===== config.mk =====
export PLATFORM = sky130hd
export DESIGN_NAME = timed_contact_debouncer
export DESIGN_NICKNAME = d
export VERILOG_FILES = /design/src/rtl/core/tcd_pkg.sv /design/src/rtl/core/timed_contact_debouncer.sv /design/src/rtl/core/tcd_core.sv /design/src/rtl/core/tcd_outbuf.sv
export SDC_FILE = /design/constraint.sdc
export NUM_CORES = 1
export LEC_CHECK = 0
export BUFFER_PORTS_ARGS = -buffer_cell sky130_fd_sc_hd__buf_2
export CORE_UTILIZATION = 25
export DETAILED_ROUTE_END_ITERATION = 8
export PLACE_DENSITY_LB_ADDON = 0.08
export SETUP_SLACK_MARGIN = 0.3
export SLEW_MARGIN = 40
export SYNTH_ARGS = -nofsm -noshare
export SYNTH_HDL_FRONTEND = slang
export SYNTH_SLANG_ARGS = --single-unit

===== constraint.sdc =====
create_clock -name aclk -period 7.4 [get_ports aclk]
set_input_delay 0.74 -clock aclk [delete_from_list [all_inputs] [get_ports aclk]]
set_output_delay 0.74 -clock aclk [all_outputs]
set_load 0.05 [all_outputs]

===== src/rtl/core/tcd_pkg.sv =====
// Shared constants and the result item type for the timed contact debouncer.
// No dependencies; used by every module in rtl/core.
package tcd_pkg;

    localparam int TIME_WIDTH_DEF  = 32;
    localparam int COUNT_WIDTH_DEF = 32;

    // Width of the time and count fields on the result channel
    localparam int OUT_WIDTH = 32;

    // Configuration port
    localparam int CFG_INDEX_WIDTH = 8;
    localparam int CFG_DATA_WIDTH  = 16;
    localparam int DEBOUNCE_WIDTH  = 16;

    localparam logic [CFG_INDEX_WIDTH-1:0] REG_DEBOUNCE_TIME = 8'd0;
    localparam logic [CFG_INDEX_WIDTH-1:0] REG_OPEN_ON_HIGH  = 8'd1;

    typedef struct packed {
        logic                 event_valid;
        logic                 contact_open;
        logic [OUT_WIDTH-1:0] event_time;
        logic [OUT_WIDTH-1:0] transitions;
        logic [OUT_WIDTH-1:0] last_confirm_time;
    } result_t;

endpackage


===== src/rtl/core/timed_contact_debouncer.sv =====
// Top level of the timed contact debouncer: configuration registers, core, output buffer.
// Depends on tcd_pkg, tcd_core and tcd_outbuf.
//
// Usage:
//   s_ channel: one timestamped raw contact sample per item (s_sample_time, s_raw_input).
//   m_ channel: exactly one result item per sample, in order. m_event_valid marks a
//   confirmed transition; m_transitions and m_last_confirm_time are always current.
//   cfg channel: cfg_index 0 writes debounce_time, 1 writes open_on_high; other
//   indexes are ignored. cfg_ready is always high; write only while the block is idle.
// The output buffer registers each result as its sample is accepted, into the skid stage while stalled.
// One item per cycle while s_ready is high; the whole decision is a subtract and compares
// between the accept edge and the result register.
// Reset: aresetn (synchronous, low) clears the debounce state, the transition count
// and both registers; the next sample after reset seeds the levels and confirms nothing.
// Stall: while m_ready is low the result register holds; one more item is taken into
// a skid stage, then s_ready drops until the receiver takes a result.
module timed_contact_debouncer #(
    parameter int TIME_WIDTH  = tcd_pkg::TIME_WIDTH_DEF,
    parameter int COUNT_WIDTH = tcd_pkg::COUNT_WIDTH_DEF
) (
    input  logic                                aclk,
    input  logic                                aresetn,
    input  logic                                s_valid,
    output logic                                s_ready,
    input  logic [TIME_WIDTH-1:0]               s_sample_time,
    input  logic                                s_raw_input,
    output logic                                m_valid,
    input  logic                                m_ready,
    output logic                                m_event_valid,
    output logic                                m_contact_open,
    output logic [tcd_pkg::OUT_WIDTH-1:0]       m_event_time,
    output logic [tcd_pkg::OUT_WIDTH-1:0]       m_transitions,
    output logic [tcd_pkg::OUT_WIDTH-1:0]       m_last_confirm_time,
    input  logic                                cfg_valid,
    output logic                                cfg_ready,
    input  logic [tcd_pkg::CFG_INDEX_WIDTH-1:0] cfg_index,
    input  logic [tcd_pkg::CFG_DATA_WIDTH-1:0]  cfg_data
);

    logic [tcd_pkg::DEBOUNCE_WIDTH-1:0] debounce_time_reg;
    logic                               open_on_high_reg;
    logic                               s_accept;
    tcd_pkg::result_t                   core_result;
    tcd_pkg::result_t                   out_result;

    assign cfg_ready = 1'b1;
    assign s_accept  = s_valid && s_ready;

    always_ff @(posedge aclk) begin
        if (!aresetn) begin
            debounce_time_reg <= '0;
            open_on_high_reg  <= 1'b0;
        end else if (cfg_valid) begin
            case (cfg_index)
                tcd_pkg::REG_DEBOUNCE_TIME: begin
                    debounce_time_reg <= cfg_data[tcd_pkg::DEBOUNCE_WIDTH-1:0];
                end
                tcd_pkg::REG_OPEN_ON_HIGH: begin
                    open_on_high_reg <= cfg_data[0];
                end
                default: begin
                    // drop writes to unknown registers
                end
            endcase
        end
    end

    tcd_core #(
        .TIME_WIDTH  (TIME_WIDTH),
        .COUNT_WIDTH (COUNT_WIDTH)
    ) u_core (
        .aclk          (aclk),
        .aresetn       (aresetn),
        .accept        (s_accept),
        .sample_time   (s_sample_time),
        .raw_input     (s_raw_input),
        .debounce_time (debounce_time_reg),
        .open_on_high  (open_on_high_reg),
        .result        (core_result)
    );

    tcd_outbuf u_outbuf (
        .aclk      (aclk),
        .aresetn   (aresetn),
        .in_valid  (s_valid),
        .in_ready  (s_ready),
        .in_data   (core_result),
        .out_valid (m_valid),
        .out_ready (m_ready),
        .out_data  (out_result)
    );

    assign m_event_valid       = out_result.event_valid;
    assign m_contact_open      = out_result.contact_open;
    assign m_event_time        = out_result.event_time;
    assign m_transitions       = out_result.transitions;
    assign m_last_confirm_time = out_result.last_confirm_time;

endmodule


===== src/rtl/core/tcd_core.sv =====
// Debounce state and the single-pass decision for one sample item.
// Depends on tcd_pkg (result_t, OUT_WIDTH, DEBOUNCE_WIDTH).
module tcd_core #(
    parameter int TIME_WIDTH  = tcd_pkg::TIME_WIDTH_DEF,
    parameter int COUNT_WIDTH = tcd_pkg::COUNT_WIDTH_DEF
) (
    input  logic                              aclk,
    input  logic                              aresetn,
    input  logic                              accept,
    input  logic [TIME_WIDTH-1:0]             sample_time,
    input  logic                              raw_input,
    input  logic [tcd_pkg::DEBOUNCE_WIDTH-1:0] debounce_time,
    input  logic                              open_on_high,
    output tcd_pkg::result_t                  result
);

    logic                   seeded_reg,    seeded_next;
    logic                   cand_level_reg, cand_level_next;
    logic [TIME_WIDTH-1:0]  cand_start_reg, cand_start_next;
    logic                   conf_level_reg, conf_level_next;
    logic [COUNT_WIDTH-1:0] total_reg,     total_next;
    logic [TIME_WIDTH-1:0]  last_reg,      last_next;

    logic [TIME_WIDTH-1:0]  held;
    logic                   confirm;
    logic [TIME_WIDTH+tcd_pkg::OUT_WIDTH-1:0]  now_ext;
    logic [TIME_WIDTH+tcd_pkg::OUT_WIDTH-1:0]  last_ext;
    logic [COUNT_WIDTH+tcd_pkg::OUT_WIDTH-1:0] total_ext;

    assign held = sample_time - cand_start_reg;

    // Confirm a held level that differs from the confirmed one
    assign confirm = seeded_reg && (raw_input == cand_level_reg)
                  && (raw_input != conf_level_reg)
                  && (held >= {{(TIME_WIDTH-tcd_pkg::DEBOUNCE_WIDTH){1'b0}}, debounce_time});

    always_comb begin
        seeded_next     = seeded_reg;
        cand_level_next = cand_level_reg;
        cand_start_next = cand_start_reg;
        conf_level_next = conf_level_reg;
        total_next      = total_reg;
        last_next       = last_reg;
        if (!seeded_reg) begin
            seeded_next     = 1'b1;
            cand_level_next = raw_input;
            cand_start_next = sample_time;
            conf_level_next = raw_input;
        end else if (raw_input != cand_level_reg) begin
            // restart the candidate timer
            cand_level_next = raw_input;
            cand_start_next = sample_time;
        end else if (confirm) begin
            conf_level_next = raw_input;
            total_next      = total_reg + COUNT_WIDTH'(1);
            last_next       = sample_time;
        end
    end

    always_ff @(posedge aclk) begin
        if (!aresetn) begin
            seeded_reg     <= 1'b0;
            cand_level_reg <= 1'b0;
            cand_start_reg <= '0;
            conf_level_reg <= 1'b0;
            total_reg      <= '0;
            last_reg       <= '0;
        end else if (accept) begin
            seeded_reg     <= seeded_next;
            cand_level_reg <= cand_level_next;
            cand_start_reg <= cand_start_next;
            conf_level_reg <= conf_level_next;
            total_reg      <= total_next;
            last_reg       <= last_next;
        end
    end

    assign now_ext   = {{tcd_pkg::OUT_WIDTH{1'b0}}, sample_time};
    assign last_ext  = {{tcd_pkg::OUT_WIDTH{1'b0}}, last_next};
    assign total_ext = {{tcd_pkg::OUT_WIDTH{1'b0}}, total_next};

    always_comb begin
        result.event_valid       = confirm;
        result.contact_open      = confirm & (open_on_high ? raw_input : ~raw_input);
        result.event_time        = confirm ? now_ext[tcd_pkg::OUT_WIDTH-1:0] : '0;
        result.transitions       = total_ext[tcd_pkg::OUT_WIDTH-1:0];
        result.last_confirm_time = last_ext[tcd_pkg::OUT_WIDTH-1:0];
    end

endmodule


===== src/rtl/core/tcd_outbuf.sv =====
// Result register with a skid stage, so ready toward the source is registered.
// Depends on tcd_pkg (result_t).
module tcd_outbuf (
    input  logic             aclk,
    input  logic             aresetn,
    input  logic             in_valid,
    output logic             in_ready,
    input  tcd_pkg::result_t in_data,
    output logic             out_valid,
    input  logic             out_ready,
    output tcd_pkg::result_t out_data
);

    logic             out_valid_reg;
    logic             skid_valid_reg;
    tcd_pkg::result_t out_data_reg;
    tcd_pkg::result_t skid_data_reg;
    logic             in_accept;

    assign in_ready  = !skid_valid_reg;
    assign in_accept = in_valid && !skid_valid_reg;

    always_ff @(posedge aclk) begin
        if (!aresetn) begin
            out_valid_reg  <= 1'b0;
            skid_valid_reg <= 1'b0;
        end else if (!out_valid_reg || out_ready) begin
            if (skid_valid_reg) begin
                // drain the skid stage first
                out_valid_reg  <= 1'b1;
                skid_valid_reg <= 1'b0;
            end else begin
                out_valid_reg <= in_accept;
            end
        end else if (in_accept) begin
            skid_valid_reg <= 1'b1;
        end
    end

    always_ff @(posedge aclk) begin
        if (!out_valid_reg || out_ready) begin
            out_data_reg <= skid_valid_reg ? skid_data_reg : in_data;
        end else if (in_accept) begin
            skid_data_reg <= in_data;
        end
    end

    assign out_valid = out_valid_reg;
    assign out_data  = out_data_reg;

endmodule


# Word level (Yosys, flattened, before mapping)

Index checks and enable logic that the tools add are counted.

Add/sub/neg operators: 2
$lt $le $gt $ge: 1
Equal/unequal tests: 7
Multiplexer cells: 17
Bitwise operators: 4
Reductions and logical operators: 14

Operators with widths:

| cell                                                            | count |
|---|---|
| 32-bit 2-to-1 mux                                               | 9 |
| 98-bit 2-to-1 mux                                               | 1 |
| 32-bit by 1-bit adder with 32-bit output, second input constant | 1 |
| 32-bit by 16-bit >= comparator with 1-bit output                | 1 |
| 32-bit subtractor                                               | 1 |
| 8-bit by 1-bit == test with 1-bit output, second input constant | 1 |
| 8-bit zero test                                                 | 1 |
| 2-bit AND reduction                                             | 4 |
| 1-bit 2-to-1 mux                                                | 7 |
| 2-bit inequality test, second input constant                    | 3 |
| 1-bit logical AND                                               | 4 |
| 1-bit NOT                                                       | 3 |
| 3-bit AND reduction                                             | 1 |
| 1-bit zero test                                                 | 2 |
| 1-bit inequality test                                           | 2 |
| 2-bit OR reduction                                              | 1 |
| 1-bit AND                                                       | 1 |
| 1-bit == test                                                   | 1 |
| 1-bit logical OR                                                | 1 |

Flip-flop bits (word level): 314
Input bits: 62
Word-level logic and storage cells: 65

# Logic depth before layout (Yosys ltp)

Gate-level depths: netlist of the first run.

Depth after elaboration: 8
Gate-level depth with buffers: 26

# Hierarchy

A second synthesis of the first run with hierarchy kept.

Cells, all modules: 1,424
Area, all modules: 15,653.8 um^2

Modules (own cells, without submodules):

| module                  | instances | cells an instance | area each (um^2) | seq. area each (um^2) |
|---|---|---|---|---|
| tcd_core                | 1         | 1,031             | 7,737.4          | 1,981.9 |
| tcd_outbuf              | 1         | 313               | 7,183.1          | 5,925.7 |
| timed_contact_debouncer | 1         | 80                | 733.2            | 340.3 |

# Worst setup path before layout of the first run

Ideal clock, no wire load.

Path kind: input -> register
From: in m_ready
To: reg u_outbuf.skid_data_reg[0] (netlist name) (enable)
Arrival: 7.458 ns
Path slack: -0.614 ns
Stages on the path: 2
Path buffers: 0
Cells stage by stage: nand2b_1 > nor2_1

Longest elaborated chain between the ends: 3

Ends and longest elaborated chain:

| what                                 | RTL line                      | text |
|---|---|---|
| start, declared                      | timed_contact_debouncer.sv:28 | `input logic m_ready,` |
| 1-bit logical OR                     | tcd_outbuf.sv:41              | `if (!out_valid_reg \|\| out_ready) begin` |
| 1-bit NOT (no source line)           | -                             |  |
| 2-bit AND reduction (no source line) | -                             |  |
| end signal, assigned                 | tcd_outbuf.sv:44              | `skid_data_reg <= in_data;` |
| end, declared                        | tcd_outbuf.sv:17              | `tcd_pkg::result_t skid_data_reg;` |

Every way passes these cells.
A chain may end at the register's enable or synchronous reset.

# Final worst setup path of the first run

From: in s_sample_time[0]
To: reg u_outbuf.out_data_reg (netlist bit u_outbuf.out_data[35]) (data pin)

Longest elaborated chain between the ends: 7

Ends and longest elaborated chain:

| what                                             | RTL line                      | text |
|---|---|---|
| start, declared                                  | timed_contact_debouncer.sv:25 | `input logic [TIME_WIDTH-1:0] s_sample_time,` |
| 32-bit subtractor                                | tcd_core.sv:30                | `assign held = sample_time - cand_start_reg;` |
| 32-bit by 16-bit >= comparator with 1-bit output | tcd_core.sv:35                | `&& (held >= {{(TIME_WIDTH-tcd_pkg::DEBOUNCE_WIDTH){1'b0}}, debounce_time});` |
| 1-bit logical AND                                | tcd_core.sv:35                |  |
| 32-bit 2-to-1 mux                                | tcd_core.sv:53                | `end else if (confirm) begin` |
| 32-bit 2-to-1 mux                                | tcd_core.sv:49                | `end else if (raw_input != cand_level_reg) begin` |
| 32-bit 2-to-1 mux                                | tcd_core.sv:44                | `if (!seeded_reg) begin` |
| 98-bit 2-to-1 mux                                | tcd_outbuf.sv:42              | `out_data_reg <= skid_valid_reg ? skid_data_reg : in_data;` |
| end signal, assigned                             | tcd_outbuf.sv:42              |  |
| end, declared                                    | tcd_outbuf.sv:16              | `tcd_pkg::result_t out_data_reg;` |

Every way passes these cells.

==> results of run 1 <==
## layout make-up
cell class                 count  area share, %
clock inverter                16          0.607
sequential                   314           44.5
tap                          837           5.64
multi-input combinational   1120           35.7
clock buffer                  59           6.16
inverter                      97           1.99
timing repair buffer         179           5.40
antenna                        1         0.0135
## cell families (layout without fill, tap and decap cells)
| family | Yosys count | after routing | synth area share (%) |
|---|---|---|---|
| fa+ha+maj | 49 | 49 | 3.96 |
| other cells | 1 | 2 | 0.0239 |
| xor+xnor | 32 | 32 | 1.79 |
| simple gates | 575 | 575 | 17.2 |
| mux | 25 | 25 | 1.64 |
| compound gates | 438 | 438 | 17.3 |
| buf+inv | 207 | 351 | 5.58 |
| flops | 314 | 314 | 52.6 |
## through the flow
stage	setup WS [ps]	total power, mW	util, %	cell area [um2]	hold WS, ps
6_report	1480	4.53	30.0	18600	430
3_5_place_dp	875	2.68	28.0	17300	448
5_1_grt	1000	4.73	30.0	18600	417
4_1_cts	1470	4.62	30.0	18600	398
2_1_floorplan	520	2.47	-	15700	436
3_3_place_gp	1010	2.68	27.9	17300	444
## how the worst min path moves through the flow
| stage | start | endpoint | slack [ps] | cells past startpoint |
|---|---|---|---|---|
| 2_1_floorplan | u_core.cand_start_reg[10] | u_core.cand_start_reg[10] | 440 | 2 |
| 3_3_place_gp | u_core.cand_start_reg[22] | u_core.cand_start_reg[22] | 440 | 2 |
| 3_5_place_dp | u_core.cand_start_reg[3] | u_core.cand_start_reg[3] | 450 | 2 |
| 4_1_cts | cfg_data[4] | debounce_time_reg[4] | 400 | 3 |
| 5_1_grt | cfg_data[9] | debounce_time_reg[9] | 420 | 3 |
| 6_report | cfg_data[2] | debounce_time_reg[2] | 430 | 3 |
## layout by cell type (no fill, tap or decap), types with 33 or more instances in the layout
cell and instances:
nand2_1 226, a21oi_1 124, inv_1 95, nand3_1 94, nor2_1 112, dfxtp_1 117
o21ai_0 92, o21ai_1 33, ha_1 48, buf_2 161, or4_1 42, o31ai_1 49
a31oi_1 59, clkbuf_16 41, edfxtp_1 196
## power by group
group	leakage, nW	internal, mW	switching [mW]
Sequential	2.94	1.94	0.0311
Clock	0.607	1.11	0.788
Combinational	3.63	0.181	0.484
Total	7.18	3.23	1.30
## synth_stat cells (all sizes together) (3+ instances only)
| library cell | n |
|---|---|
| o21a | 10 |
| o31a | 6 |
| xor2 | 10 |
| nand2b | 11 |
| inv | 97 |
| nor3 | 11 |
| xnor2 | 22 |
| a21oi | 127 |
| nor2b | 3 |
| mux2i | 20 |
| nand3 | 95 |
| nor4 | 5 |
| or2 | 4 |
| a31oi | 59 |
| nand2 | 228 |
| and3 | 19 |
| clkbuf | 81 |
| and4 | 3 |
| dfxtp | 118 |
| or4 | 42 |
| o311ai | 10 |
| mux2 | 5 |
| and2 | 8 |
| o21ai | 126 |
| o211ai | 5 |
| a211oi | 7 |
| o31ai | 49 |
| nor2 | 116 |
| edfxtp | 196 |
| a2111oi | 4 |
| a21o | 9 |
| ha | 48 |
| a21boi | 3 |
| or3 | 3 |
| buf | 29 |
| nand4 | 21 |
| o22ai | 4 |
## routing by layer
layer	track usage (%)	up-vias	routed length [um]
li1	-	6219	-
met3	2.22	58	1780
met1	22.0	6016	24400
met2	25.2	233	23300
met4	3.91	0	947
met5	0	-	0
## critical path, delay by kind of cell
family / cells / cell delay, ps
and+or+nand+nor: 11 / 2600
adders and majority gates: 3 / 920
AOI/OAI and AO/OA: 6 / 1250
buffers and inverters: 3 / 510
xor gates and xnor gates: 1 / 140
==> flow_results.xml, run 1 <==
<?xml version="1.0" encoding="UTF-8"?>
<metrics>
  <group name="floorplan">
    <metric name="die_outline_area" unit="mm2">0.0637</metric>
    <metric name="start_util" unit="%">25.4</metric>
    <metric name="num_rows" unit="">91</metric>
    <metric name="die_h" unit="um">252</metric>
    <metric name="ios" unit="">163</metric>
    <metric name="core" unit="mm2">0.0618</metric>
    <metric name="chipWidth" unit="um">252</metric>
  </group>
  <group name="flow_run">
    <metric name="timing.max_cap.violations" unit="">0</metric>
  </group>
  <group name="worst_setup_path">
    <metric name="worst_r2r_endpoint" unit="">u_outbuf.out_data[35]</metric>
    <metric name="reg2reg_slack" unit="ps">1610</metric>
    <metric name="r2r.worst_path.cells" unit="">22</metric>
    <metric name="setup.worst_path.start" unit="">s_sample_time[0]</metric>
    <metric name="crit_path_start_kind" unit="">input port</metric>
    <metric name="crit_path_end" unit="">u_outbuf.out_data[35]</metric>
    <metric name="crit_chain" unit="">buf_2 &gt; inv_1 &gt; ha_1 &gt; fa_1 &gt; nand2b_1 &gt; a21oi_1 &gt; nor2_1 &gt; nor2_1 &gt; nor2_1 &gt; nor2_1 &gt; nor2_1 &gt; xnor2_1 &gt; ha_1 &gt; a21oi_1 &gt; o32ai_1 &gt; or4_1 &gt; a2111oi_2 &gt; o2111a_1 &gt; nand4_1 &gt; nor4_4 &gt; and3_4 &gt; buf_12 &gt; or4_1 &gt; a31oi_1</metric>
    <metric name="critPathMaxStageDelay" unit="ps">680</metric>
    <metric name="worst_ep_arrival_time" unit="ps">6190</metric>
    <metric name="critPathKind" unit="">input port to flip-flop</metric>
    <metric name="cp_common_cell" unit="">nor2_1</metric>
    <metric name="launch_instance_of_the_worst_register_to_register_path" unit="">u_core.cand_start_reg[0]</metric>
    <metric name="worst-path-max-fanout" unit="">42</metric>
    <metric name="critPathCaptureType" unit="">flip-flop</metric>
    <metric name="critical_path_required" unit="ps">7670</metric>
    <metric name="crit_path_top_delay_cell" unit="">and3_4</metric>
  </group>
  <group name="global_routing">
    <metric name="antenna_found_initial" unit="">1</metric>
    <metric name="gr-usage-all-layers" unit="%">15.7</metric>
    <metric name="first_pass_grt_wire_length" unit="um">76700</metric>
    <metric name="globalRoute.totalOverflow" unit="">0</metric>
    <metric name="grt_pass1_vias" unit="">12200</metric>
    <metric name="grt_start_max_net_pins" unit="">75</metric>
  </group>
  <group name="sta">
    <metric name="timing_worst_slew_pin_value" unit="ps">826</metric>
    <metric name="worst_slew_margin_rel" unit="%">45.0</metric>
    <metric name="final_min_period_over_clock_period" unit="%">79.9</metric>
    <metric name="clock.fmax" unit="MHz">169</metric>
    <metric name="setup_viol_count_final" unit="">0</metric>
    <metric name="slew_viol_final" unit="">0</metric>
    <metric name="rsz0062_at_grt" unit="">false</metric>
    <metric name="setup-tns-final" unit="ps">0</metric>
    <metric name="clock_period_minus_worst_slack" unit="ps">5920</metric>
    <metric name="timing.final.hold_violations" unit="">0</metric>
    <metric name="clock_skew" unit="ps">19.7</metric>
  </group>
  <group name="worst_hold_path">
    <metric name="min_path_type" unit="">input port to flip-flop</metric>
  </group>
  <group name="clocking">
    <metric name="clk_transition_reported_paths" unit="ps">50</metric>
    <metric name="clock_insertion_delay_worst_skew" unit="ps">560</metric>
    <metric name="cts.sink_count" unit="">314</metric>
    <metric name="cts_setup_buffers" unit="">0</metric>
    <metric name="cts_root_buffer" unit="">clkbuf_16</metric>
    <metric name="postCtsResizedCells" unit="">0</metric>
    <metric name="tritoncts" unit="">built</metric>
    <metric name="holdBufCountCts" unit="">0</metric>
    <metric name="tritoncts.num_buffers" unit="">41</metric>
    <metric name="clockBufferDepth" unit="">3</metric>
    <metric name="h-tree-depth" unit="">2</metric>
  </group>
  <group name="synth">
    <metric name="seq_area_frac_synth" unit="%">52.6</metric>
    <metric name="synthesis.yosys.warnings" unit="">0</metric>
    <metric name="yosys_register_bits" unit="">314</metric>
    <metric name="synthDominantAreaCellType" unit="">edfxtp_1</metric>
    <metric name="postSynthAreaPerCell" unit="um2">9.56</metric>
    <metric name="synth.distinct_cells" unit="">75</metric>
    <metric name="post_synthesis_cells" unit="">1641</metric>
    <metric name="synth_largest_type_area_fraction" unit="%">37.5</metric>
    <metric name="synth_fp_nets" unit="">1752</metric>
    <metric name="yosys_most_used_dff" unit="">edfxtp_1</metric>
    <metric name="synth-edff-count" unit="">196</metric>
    <metric name="netlist_top_cells_area" unit="">edfxtp_1 38%, dfxtp_1 15%, nand2_1 5.5%, a21oi_1 4.0%, ha_1 3.8%</metric>
    <metric name="netlist_area" unit="mm2">0.0157</metric>
    <metric name="postSynth.asyncResetShare" unit="%">0</metric>
  </group>
  <group name="finish">
    <metric name="fill_cells" unit="">6523</metric>
    <metric name="fin_cells" unit="">2623</metric>
    <metric name="syn2layout_area_growth" unit="%">18.3</metric>
    <metric name="sequential_cell_area" unit="mm2">0.00825</metric>
    <metric name="multi_input_comb_area" unit="mm2">0.00663</metric>
    <metric name="fin_nets" unit="">1864</metric>
    <metric name="post_route_cells_drive_above_1_share" unit="%">15.0</metric>
  </group>
  <group name="power_and_ir_drop">
    <metric name="p_leak" unit="nW">7.18</metric>
    <metric name="power.density_cell_area" unit="mW/mm2">244</metric>
    <metric name="worst_ir_drop_vdd" unit="uV">141</metric>
  </group>
  <group name="placement">
    <metric name="place.port_buffers" unit="">161</metric>
    <metric name="dpl.cell_count" unit="">2547</metric>
    <metric name="dp.final_hpwl" unit="um">33600</metric>
    <metric name="routabilityCongestion" unit="">0.832</metric>
  </group>
  <group name="detailed_routing">
    <metric name="drt_first_pass_iters" unit="">5</metric>
    <metric name="drt_iter0_drc" unit="">801</metric>
    <metric name="routedWlPerCell" unit="um">19.2</metric>
    <metric name="drt-vias-per-instance" unit="">4.78</metric>
    <metric name="drt_drc_violations_left" unit="">0</metric>
    <metric name="postRouteAntennaNets" unit="">0</metric>
    <metric name="num_vias" unit="">12500</metric>
    <metric name="postRouteWirelength" unit="um">50400</metric>
  </group>
  <group name="status">
    <metric name="outcome" unit="">finished, final reports clean</metric>
  </group>
</metrics>
Power figures use the tool's default switching activity.
==> inputs of run 2 (changes only) <==
--- a/config.mk
+++ b/config.mk
@@ -5,6 +5,7 @@
 export SDC_FILE = /design/constraint.sdc
 export NUM_CORES = 1
 export LEC_CHECK = 0
+export ABC_AREA = 1
 export BUFFER_PORTS_ARGS = -buffer_cell sky130_fd_sc_hd__buf_2
 export CORE_UTILIZATION = 25
 export DETAILED_ROUTE_END_ITERATION = 8
==> constraint.sdc (replaced) <==
create_clock -name aclk -period 5.9 [get_ports aclk]
set_input_delay 0.59 -clock aclk [delete_from_list [all_inputs] [get_ports aclk]]
set_output_delay 0.59 -clock aclk [all_outputs]
set_load 0.05 [all_outputs]
==> flow_results.xml, run 2 <==
<?xml version="1.0" encoding="UTF-8"?>
<metrics>
  <group name="sta">
    <metric name="setup_viol_count_final" unit="">0</metric>
    <metric name="slew_viol_final" unit="">0</metric>
    <metric name="clock_period_minus_worst_slack" unit="ps">4240</metric>
    <metric name="timing.final.hold_violations" unit="">0</metric>
    <metric name="clock.fmax" unit="MHz">236</metric>
    <metric name="clock_skew" unit="ps">18.0</metric>
    <metric name="timing_worst_slew_pin_value" unit="ps">784</metric>
    <metric name="rsz0062_at_grt" unit="">false</metric>
    <metric name="hold-worst-slack" unit="ps">273</metric>
    <metric name="worst_slew_margin_rel" unit="%">47.3</metric>
    <metric name="setup-tns-final" unit="ps">0</metric>
    <metric name="final_min_period_over_clock_period" unit="%">71.8</metric>
  </group>
  <group name="detailed_routing">
    <metric name="drt-vias-per-instance" unit="">4.31</metric>
    <metric name="drt_iter0_drc" unit="">688</metric>
    <metric name="postRouteAntennaNets" unit="">0</metric>
    <metric name="drt_first_pass_iters" unit="">4</metric>
    <metric name="routedWlPerCell" unit="um">16.2</metric>
    <metric name="num_vias" unit="">13600</metric>
    <metric name="drt_drc_violations_left" unit="">0</metric>
    <metric name="postRouteWirelength" unit="um">50900</metric>
  </group>
  <group name="worst_setup_path">
    <metric name="crit_path_start_kind" unit="">input port</metric>
    <metric name="critPathCaptureType" unit="">flip-flop</metric>
    <metric name="critical_path_required" unit="ps">6210</metric>
    <metric name="crit_path_top_delay_cell" unit="">buf_4</metric>
    <metric name="worst-path-max-fanout" unit="">37</metric>
    <metric name="crit_chain" unit="">buf_2 &gt; inv_1 &gt; ha_1 &gt; fa_1 &gt; inv_1 &gt; nand2_1 &gt; nand2_1 &gt; nand3_1 &gt; nand2_2 &gt; nand2_1 &gt; nand2_1 &gt; xor2_1 &gt; ha_1 &gt; a21oi_1 &gt; nor3_1 &gt; a211oi_1 &gt; nand3_1 &gt; nor2_1 &gt; nand2_1 &gt; nor2_1 &gt; nand2_2 &gt; buf_4 &gt; nand3_2 &gt; o21ai_0</metric>
    <metric name="critPathMaxStageDelay" unit="ps">500</metric>
    <metric name="worst_ep_arrival_time" unit="ps">4550</metric>
    <metric name="cp_common_cell" unit="">nand2_1</metric>
    <metric name="critPathKind" unit="">input port to flip-flop</metric>
  </group>
  <group name="clocking">
    <metric name="cts_setup_buffers" unit="">0</metric>
    <metric name="holdBufCountCts" unit="">0</metric>
    <metric name="h-tree-depth" unit="">2</metric>
    <metric name="cts_root_buffer" unit="">clkbuf_16</metric>
    <metric name="cts.sink_count" unit="">314</metric>
    <metric name="clockBufferDepth" unit="">3</metric>
    <metric name="tritoncts" unit="">built</metric>
    <metric name="clk_transition_reported_paths" unit="ps">60</metric>
    <metric name="tritoncts.num_buffers" unit="">40</metric>
    <metric name="postCtsResizedCells" unit="">0</metric>
    <metric name="clock_insertion_delay_worst_skew" unit="ps">560</metric>
  </group>
  <group name="placement">
    <metric name="place.port_buffers" unit="">161</metric>
    <metric name="dp.final_hpwl" unit="um">35400</metric>
    <metric name="routabilityCongestion" unit="">0.862</metric>
    <metric name="dpl.cell_count" unit="">3067</metric>
    <metric name="dpl-instance-area" unit="mm2">0.0183</metric>
  </group>
  <group name="floorplan">
    <metric name="core" unit="mm2">0.0648</metric>
    <metric name="die_outline_area" unit="mm2">0.0670</metric>
    <metric name="die_h" unit="um">259</metric>
    <metric name="chipWidth" unit="um">259</metric>
    <metric name="ios" unit="">163</metric>
    <metric name="num_rows" unit="">93</metric>
    <metric name="start_util" unit="%">25.4</metric>
  </group>
  <group name="finish">
    <metric name="layout_commonest_cell" unit="">nand2_1</metric>
    <metric name="post_route_cells_drive_above_1_share" unit="%">12.5</metric>
    <metric name="fin_cells" unit="">3142</metric>
    <metric name="n_antenna_cell" unit="">0</metric>
    <metric name="sequential_cell_area" unit="mm2">0.00826</metric>
    <metric name="syn2layout_area_growth" unit="%">19.0</metric>
    <metric name="multi_input_comb_area" unit="mm2">0.00668</metric>
    <metric name="leading_cell_types_in_the_layout_fill_and_taps_excluded" unit="">717 x nand2_1, 315 x inv_1, 196 x edfxtp_1</metric>
    <metric name="fin_nets" unit="">2366</metric>
    <metric name="final_design_area_no_fill" unit="mm2">0.0196</metric>
    <metric name="fill_cells" unit="">6981</metric>
  </group>
  <group name="power_and_ir_drop">
    <metric name="worst_ir_drop_vdd" unit="uV">168</metric>
    <metric name="p_leak" unit="nW">9.68</metric>
    <metric name="power.density_cell_area" unit="mW/mm2">317</metric>
  </group>
  <group name="global_routing">
    <metric name="globalRoute.totalOverflow" unit="">0</metric>
    <metric name="gr-usage-all-layers" unit="%">15.2</metric>
    <metric name="first_pass_grt_wire_length" unit="um">78800</metric>
    <metric name="grt_pass1_vias" unit="">13300</metric>
    <metric name="grt_start_max_net_pins" unit="">82</metric>
    <metric name="antenna_found_initial" unit="">4</metric>
  </group>
  <group name="synth">
    <metric name="synth.distinct_cells" unit="">42</metric>
    <metric name="synth_fp_nets" unit="">2224</metric>
    <metric name="seq_area_frac_synth" unit="%">50.0</metric>
    <metric name="synthDominantAreaCellType" unit="">edfxtp_1</metric>
    <metric name="netlist_top_cells_area" unit="">edfxtp_1 36%, nand2_1 16%, dfxtp_1 14%, inv_1 7.2%, nor2_1 4.2%</metric>
    <metric name="yosys_register_bits" unit="">314</metric>
    <metric name="yosys_most_used_dff" unit="">edfxtp_1</metric>
    <metric name="netlist_area" unit="mm2">0.0165</metric>
    <metric name="synthesis.yosys.warnings" unit="">0</metric>
    <metric name="synth_largest_type_area_fraction" unit="%">35.7</metric>
    <metric name="postSynthAreaPerCell" unit="um2">7.81</metric>
    <metric name="post_synthesis_cells" unit="">2113</metric>
    <metric name="synth_most_common_cell" unit="">nand2_1</metric>
    <metric name="synth-edff-count" unit="">196</metric>
    <metric name="synth_commonest_cells" unit="">717 x nand2_1, 318 x inv_1, 196 x edfxtp_1</metric>
    <metric name="postSynth.asyncResetShare" unit="%">0</metric>
  </group>
  <group name="flow_run">
    <metric name="timing.max_cap.violations" unit="">0</metric>
  </group>
  <group name="status">
    <metric name="outcome" unit="">finished, final reports clean</metric>
  </group>
  <group name="worst_hold_path">
    <metric name="min_path_type" unit="">input port to flip-flop</metric>
  </group>
</metrics>
==> run 2: cell count changes in the layout (fill, tap and decap cells not counted), moves of 47 or more <==
cell	change
inv_1	+220
nor2_1	+68
nand2_1	+491
a21oi_1	-47
a31oi_1	-58
o31ai_1	-49
==> run 2: worst paths after layout <==
kind                            slack (ps)                       from                        end  depth (start not counted)
worst min register to register         450  u_core.cand_start_reg[26]  u_core.cand_start_reg[26]                          2
worst max-delay path                  1660           s_sample_time[0]      u_outbuf.out_data[83]                         24
worst max register to register        1750   u_core.cand_start_reg[0]      u_outbuf.out_data[83]                         22
worst min-delay path                   270                cfg_data[4]       debounce_time_reg[4]                          3
==> run 2: kinds of logic (layout without fill, tap and decap cells) <==
family | Yosys count | in the layout | share of synthesized area (%)
fa+ha+maj | 49 | 49 | 3.76
buf+inv | 403 | 577 | 9.65
simple gates | 1132 | 1132 | 28.6
xor+xnor | 46 | 46 | 2.44
compound gates | 168 | 168 | 5.49
other cells | 1 | 1 | 0.0227
flops | 314 | 314 | 50.0
==> run 2: through the flow <==
stage               setup WS, ps  util, %  power, mW
floorplan                  -1140        -       3.46
global placement            1010     28.0       3.79
detailed placement          1060     28.2       3.80
CTS                         1650     30.2       6.34
global route                1350     30.3       6.56
finish                      1660     30.3       6.22
==> run 2: where the power goes <==
part           total (mW)  switching (mW)  internal (mW)
clock network        2.48           0.984           1.49
registers            2.56          0.0709           2.49
logic                1.18           0.851          0.329
total                6.22            1.91           4.31
==> run 2: routing by layer <==
metal	share of wire, %	track usage, %
met1	49	20.7
met4	1.7	3.48
met2	46	25.2
met5	0	0
met3	3.4	2.39
==> run 2: cell type report <==
| cell class | instances | area share [%] |
|---|---|---|
| timing repair buffer | 180 | 5.51 |
| inverter | 323 | 6.21 |
| tap | 855 | 5.45 |
| clock inverter | 12 | 0.740 |
| clock buffer | 62 | 5.94 |
| sequential | 314 | 42.1 |
| multi-input combinational | 1396 | 34.1 |
==> run 2: worst max-delay path, delay by kind of cell <==
| family | cells | cell delay (ps) |
|---|---|---|
| buf+inv | 4 | 940 |
| simple gates | 13 | 1360 |
| xor+xnor | 1 | 230 |
| compound gates | 3 | 560 |
| fa+ha+maj | 3 | 870 |
==> inputs of run 3 (changes only) <==
==> constraint.sdc (replaced) <==
create_clock -name aclk -period 4.37 [get_ports aclk]
set_input_delay 0.437 -clock aclk [delete_from_list [all_inputs] [get_ports aclk]]
set_output_delay 0.437 -clock aclk [all_outputs]
set_load 0.05 [all_outputs]
==> flow_results.xml, run 3 (same netlist as run 2, synthesis figures left out) <==
<?xml version="1.0" encoding="UTF-8"?>
<metrics>
  <group name="status">
    <metric name="outcome" unit="">finished, final reports clean</metric>
  </group>
  <group name="global_routing">
    <metric name="grt_start_max_net_pins" unit="">79</metric>
    <metric name="grt_pass1_vias" unit="">13100</metric>
    <metric name="gr-usage-all-layers" unit="%">14.7</metric>
    <metric name="antenna_found_initial" unit="">2</metric>
    <metric name="first_pass_grt_wire_length" unit="um">76600</metric>
    <metric name="globalRoute.totalOverflow" unit="">0</metric>
  </group>
  <group name="sta">
    <metric name="clock.fmax" unit="MHz">271</metric>
    <metric name="worst_slew_margin_rel" unit="%">49.7</metric>
    <metric name="timing.final.hold_violations" unit="">0</metric>
    <metric name="rsz0062_at_grt" unit="">true</metric>
    <metric name="setup-tns-final" unit="ps">0</metric>
    <metric name="clock_period_minus_worst_slack" unit="ps">3690</metric>
    <metric name="timing_worst_slew_pin_value" unit="ps">755</metric>
    <metric name="clock_skew" unit="ps">19.0</metric>
    <metric name="setup_viol_count_final" unit="">0</metric>
    <metric name="slew_viol_final" unit="">0</metric>
    <metric name="final_min_period_over_clock_period" unit="%">84.4</metric>
  </group>
  <group name="worst_hold_path">
    <metric name="min_to" unit="">debounce_time_reg[2]</metric>
    <metric name="min_path_type" unit="">input port to flip-flop</metric>
    <metric name="worstHoldStart" unit="">cfg_data[2]</metric>
    <metric name="worstHoldPathCells" unit="">3</metric>
  </group>
  <group name="clocking">
    <metric name="cts.sink_count" unit="">314</metric>
    <metric name="tritoncts.num_buffers" unit="">41</metric>
    <metric name="clk_transition_reported_paths" unit="ps">60</metric>
    <metric name="holdBufCountCts" unit="">0</metric>
    <metric name="clockBufferDepth" unit="">3</metric>
    <metric name="tritoncts" unit="">built</metric>
    <metric name="h-tree-depth" unit="">2</metric>
    <metric name="clock_insertion_delay_worst_skew" unit="ps">560</metric>
    <metric name="cts_root_buffer" unit="">clkbuf_16</metric>
  </group>
  <group name="detailed_routing">
    <metric name="drt-vias-per-instance" unit="">4.30</metric>
    <metric name="postRouteAntennaNets" unit="">0</metric>
    <metric name="drt_first_pass_iters" unit="">5</metric>
    <metric name="wl_met2" unit="um">22500</metric>
    <metric name="postRouteWirelength" unit="um">49400</metric>
    <metric name="wl_met1" unit="um">23900</metric>
    <metric name="drt_drc_violations_left" unit="">0</metric>
    <metric name="wl_met3" unit="um">2040</metric>
    <metric name="drt_iter0_drc" unit="">640</metric>
    <metric name="highest_layer" unit="">met4</metric>
    <metric name="routedWlPerCell" unit="um">15.7</metric>
    <metric name="num_vias" unit="">13600</metric>
  </group>
  <group name="finish">
    <metric name="fill_cells" unit="">7009</metric>
    <metric name="sequential_cell_area" unit="mm2">0.00826</metric>
    <metric name="leading_cell_types_in_the_layout_fill_and_taps_excluded" unit="">716 x nand2_1, 315 x inv_1, 196 x edfxtp_1</metric>
    <metric name="multi_input_comb_area" unit="mm2">0.00670</metric>
    <metric name="syn2layout_area_growth" unit="%">19.1</metric>
    <metric name="fin_cells" unit="">3150</metric>
    <metric name="fin_util" unit="%">30.3</metric>
    <metric name="fin_nets" unit="">2375</metric>
    <metric name="n_antenna_cell" unit="">0</metric>
    <metric name="layout_commonest_cell" unit="">nand2_1</metric>
    <metric name="post_route_cells_drive_above_1_share" unit="%">13.0</metric>
  </group>
  <group name="worst_setup_path">
    <metric name="worst_r2r_endpoint" unit="">u_outbuf.out_data[7]</metric>
    <metric name="critPathCaptureType" unit="">flip-flop</metric>
    <metric name="reg2reg_slack" unit="ps">680</metric>
    <metric name="crit_path_start_kind" unit="">flip-flop</metric>
    <metric name="critPathKind" unit="">flip-flop to flip-flop</metric>
    <metric name="launch_instance_of_the_worst_register_to_register_path" unit="">u_core.cand_start_reg[4]</metric>
    <metric name="worst-path-max-fanout" unit="">32</metric>
    <metric name="worst_ep_arrival_time" unit="ps">3990</metric>
    <metric name="critical_path_required" unit="ps">4680</metric>
    <metric name="r2r.worst_path.cells" unit="">24</metric>
  </group>
  <group name="floorplan">
    <metric name="ios" unit="">163</metric>
    <metric name="die_h" unit="um">259</metric>
    <metric name="core" unit="mm2">0.0648</metric>
    <metric name="chipWidth" unit="um">259</metric>
    <metric name="start_util" unit="%">25.4</metric>
    <metric name="die_outline_area" unit="mm2">0.0670</metric>
    <metric name="num_rows" unit="">93</metric>
  </group>
  <group name="flow_run">
    <metric name="timing.max_cap.violations" unit="">0</metric>
  </group>
  <group name="power_and_ir_drop">
    <metric name="p_sw_share" unit="%">30.6</metric>
    <metric name="clock_power_share" unit="%">39.5</metric>
    <metric name="internal_power" unit="mW">5.78</metric>
    <metric name="worst_ir_drop_vdd" unit="uV">200</metric>
    <metric name="combPwrFrac" unit="%">19.0</metric>
    <metric name="power.density_cell_area" unit="mW/mm2">425</metric>
    <metric name="power_frac_seq" unit="%">41.5</metric>
    <metric name="switching_power" unit="mW">2.55</metric>
    <metric name="p_leak" unit="nW">9.70</metric>
  </group>
  <group name="placement">
    <metric name="dp.final_hpwl" unit="um">35200</metric>
    <metric name="place.port_buffers" unit="">161</metric>
    <metric name="dpl.cell_count" unit="">3076</metric>
    <metric name="routabilityCongestion" unit="">0.841</metric>
  </group>
</metrics>
[run 3: how the worst max path moves through the flow]
stage,start,end,slack (ps),depth (start not counted)
3_3_place_gp,s_sample_time[0],u_outbuf.out_data[76],250,23
4_1_cts,u_core.cand_start_reg[2],u_outbuf.out_data[1],530,26
3_5_place_dp,s_sample_time[0],u_outbuf.out_data[1],230,24
5_1_grt,u_core.cand_start_reg[2],u_outbuf.out_data[7],260,25
2_1_floorplan,u_outbuf.out_valid,u_outbuf.skid_data_reg[0],-2590,4
6_report,u_core.cand_start_reg[4],u_outbuf.out_data[7],680,24
[run 3: through the flow]
step / area [um2] / hold WS, ps / worst slack [ps] / total power [mW]
floorplan: 16500 / 433 / -2590 / 4.67
global placement: 18300 / 447 / 246 / 5.12
detailed placement: 18300 / 451 / 231 / 5.13
CTS: 19600 / 88.5 / 527 / 8.51
global route: 19600 / 102 / 262 / 8.79
finish: 19600 / 123 / 681 / 8.34
[run 3: worst max-delay path, stage by stage, from the launching register on]
cell	delay [ps]
dfxtp_1	310
inv_1	70
ha_1	360
nand2_1	120
nor2_1	150
nand2_1	80
nand2_2	100
xor2_1	230
ha_1	290
a21oi_1	160
o21a_1	130
nand2_1	80
nand2_1	70
nand2_1	50
nand2_1	60
nand3_1	70
nor2_1	90
nand2_1	60
nor2_2	150
nand2_2	140
buf_12	210
nand3_1	200
nand2_1	110
nand2_1	80
nand2_1	60
[run 3: metal layers]
layer	GRT usage, %	vias up
met5	0	-
met3	2.66	61
met1	20.1	6274
met4	3.70	0
met2	24.0	228
li1	-	6996
[run 3: what timing repair did]
item,CTS,global route
buffers inserted,0,0
setup endpoints to repair,0,66
gates resized for setup,0,4
[run 3: area by class of cell]
class	instances	area share [%]
clock buffers	58	5.91
clock inverters	16	0.701
inverters	323	6.20
multi-input cells	1396	34.1
flip-flops and latches	314	42.0
well taps	855	5.45
repair buffers	188	5.56
[run 3: power by group through the flow]
| stage | sequential [mW] | clock, mW | combinational [mW] |
|---|---|---|---|
| final | 3.46 | 3.29 | 1.58 |
| after floorplan | 3.85 | 0 | 0.814 |
| after global routing | 3.48 | 3.53 | 1.78 |
| after detailed placement | 3.53 | 0 | 1.60 |
| after global placement | 3.53 | 0 | 1.59 |
| after CTS | 3.47 | 3.44 | 1.61 |
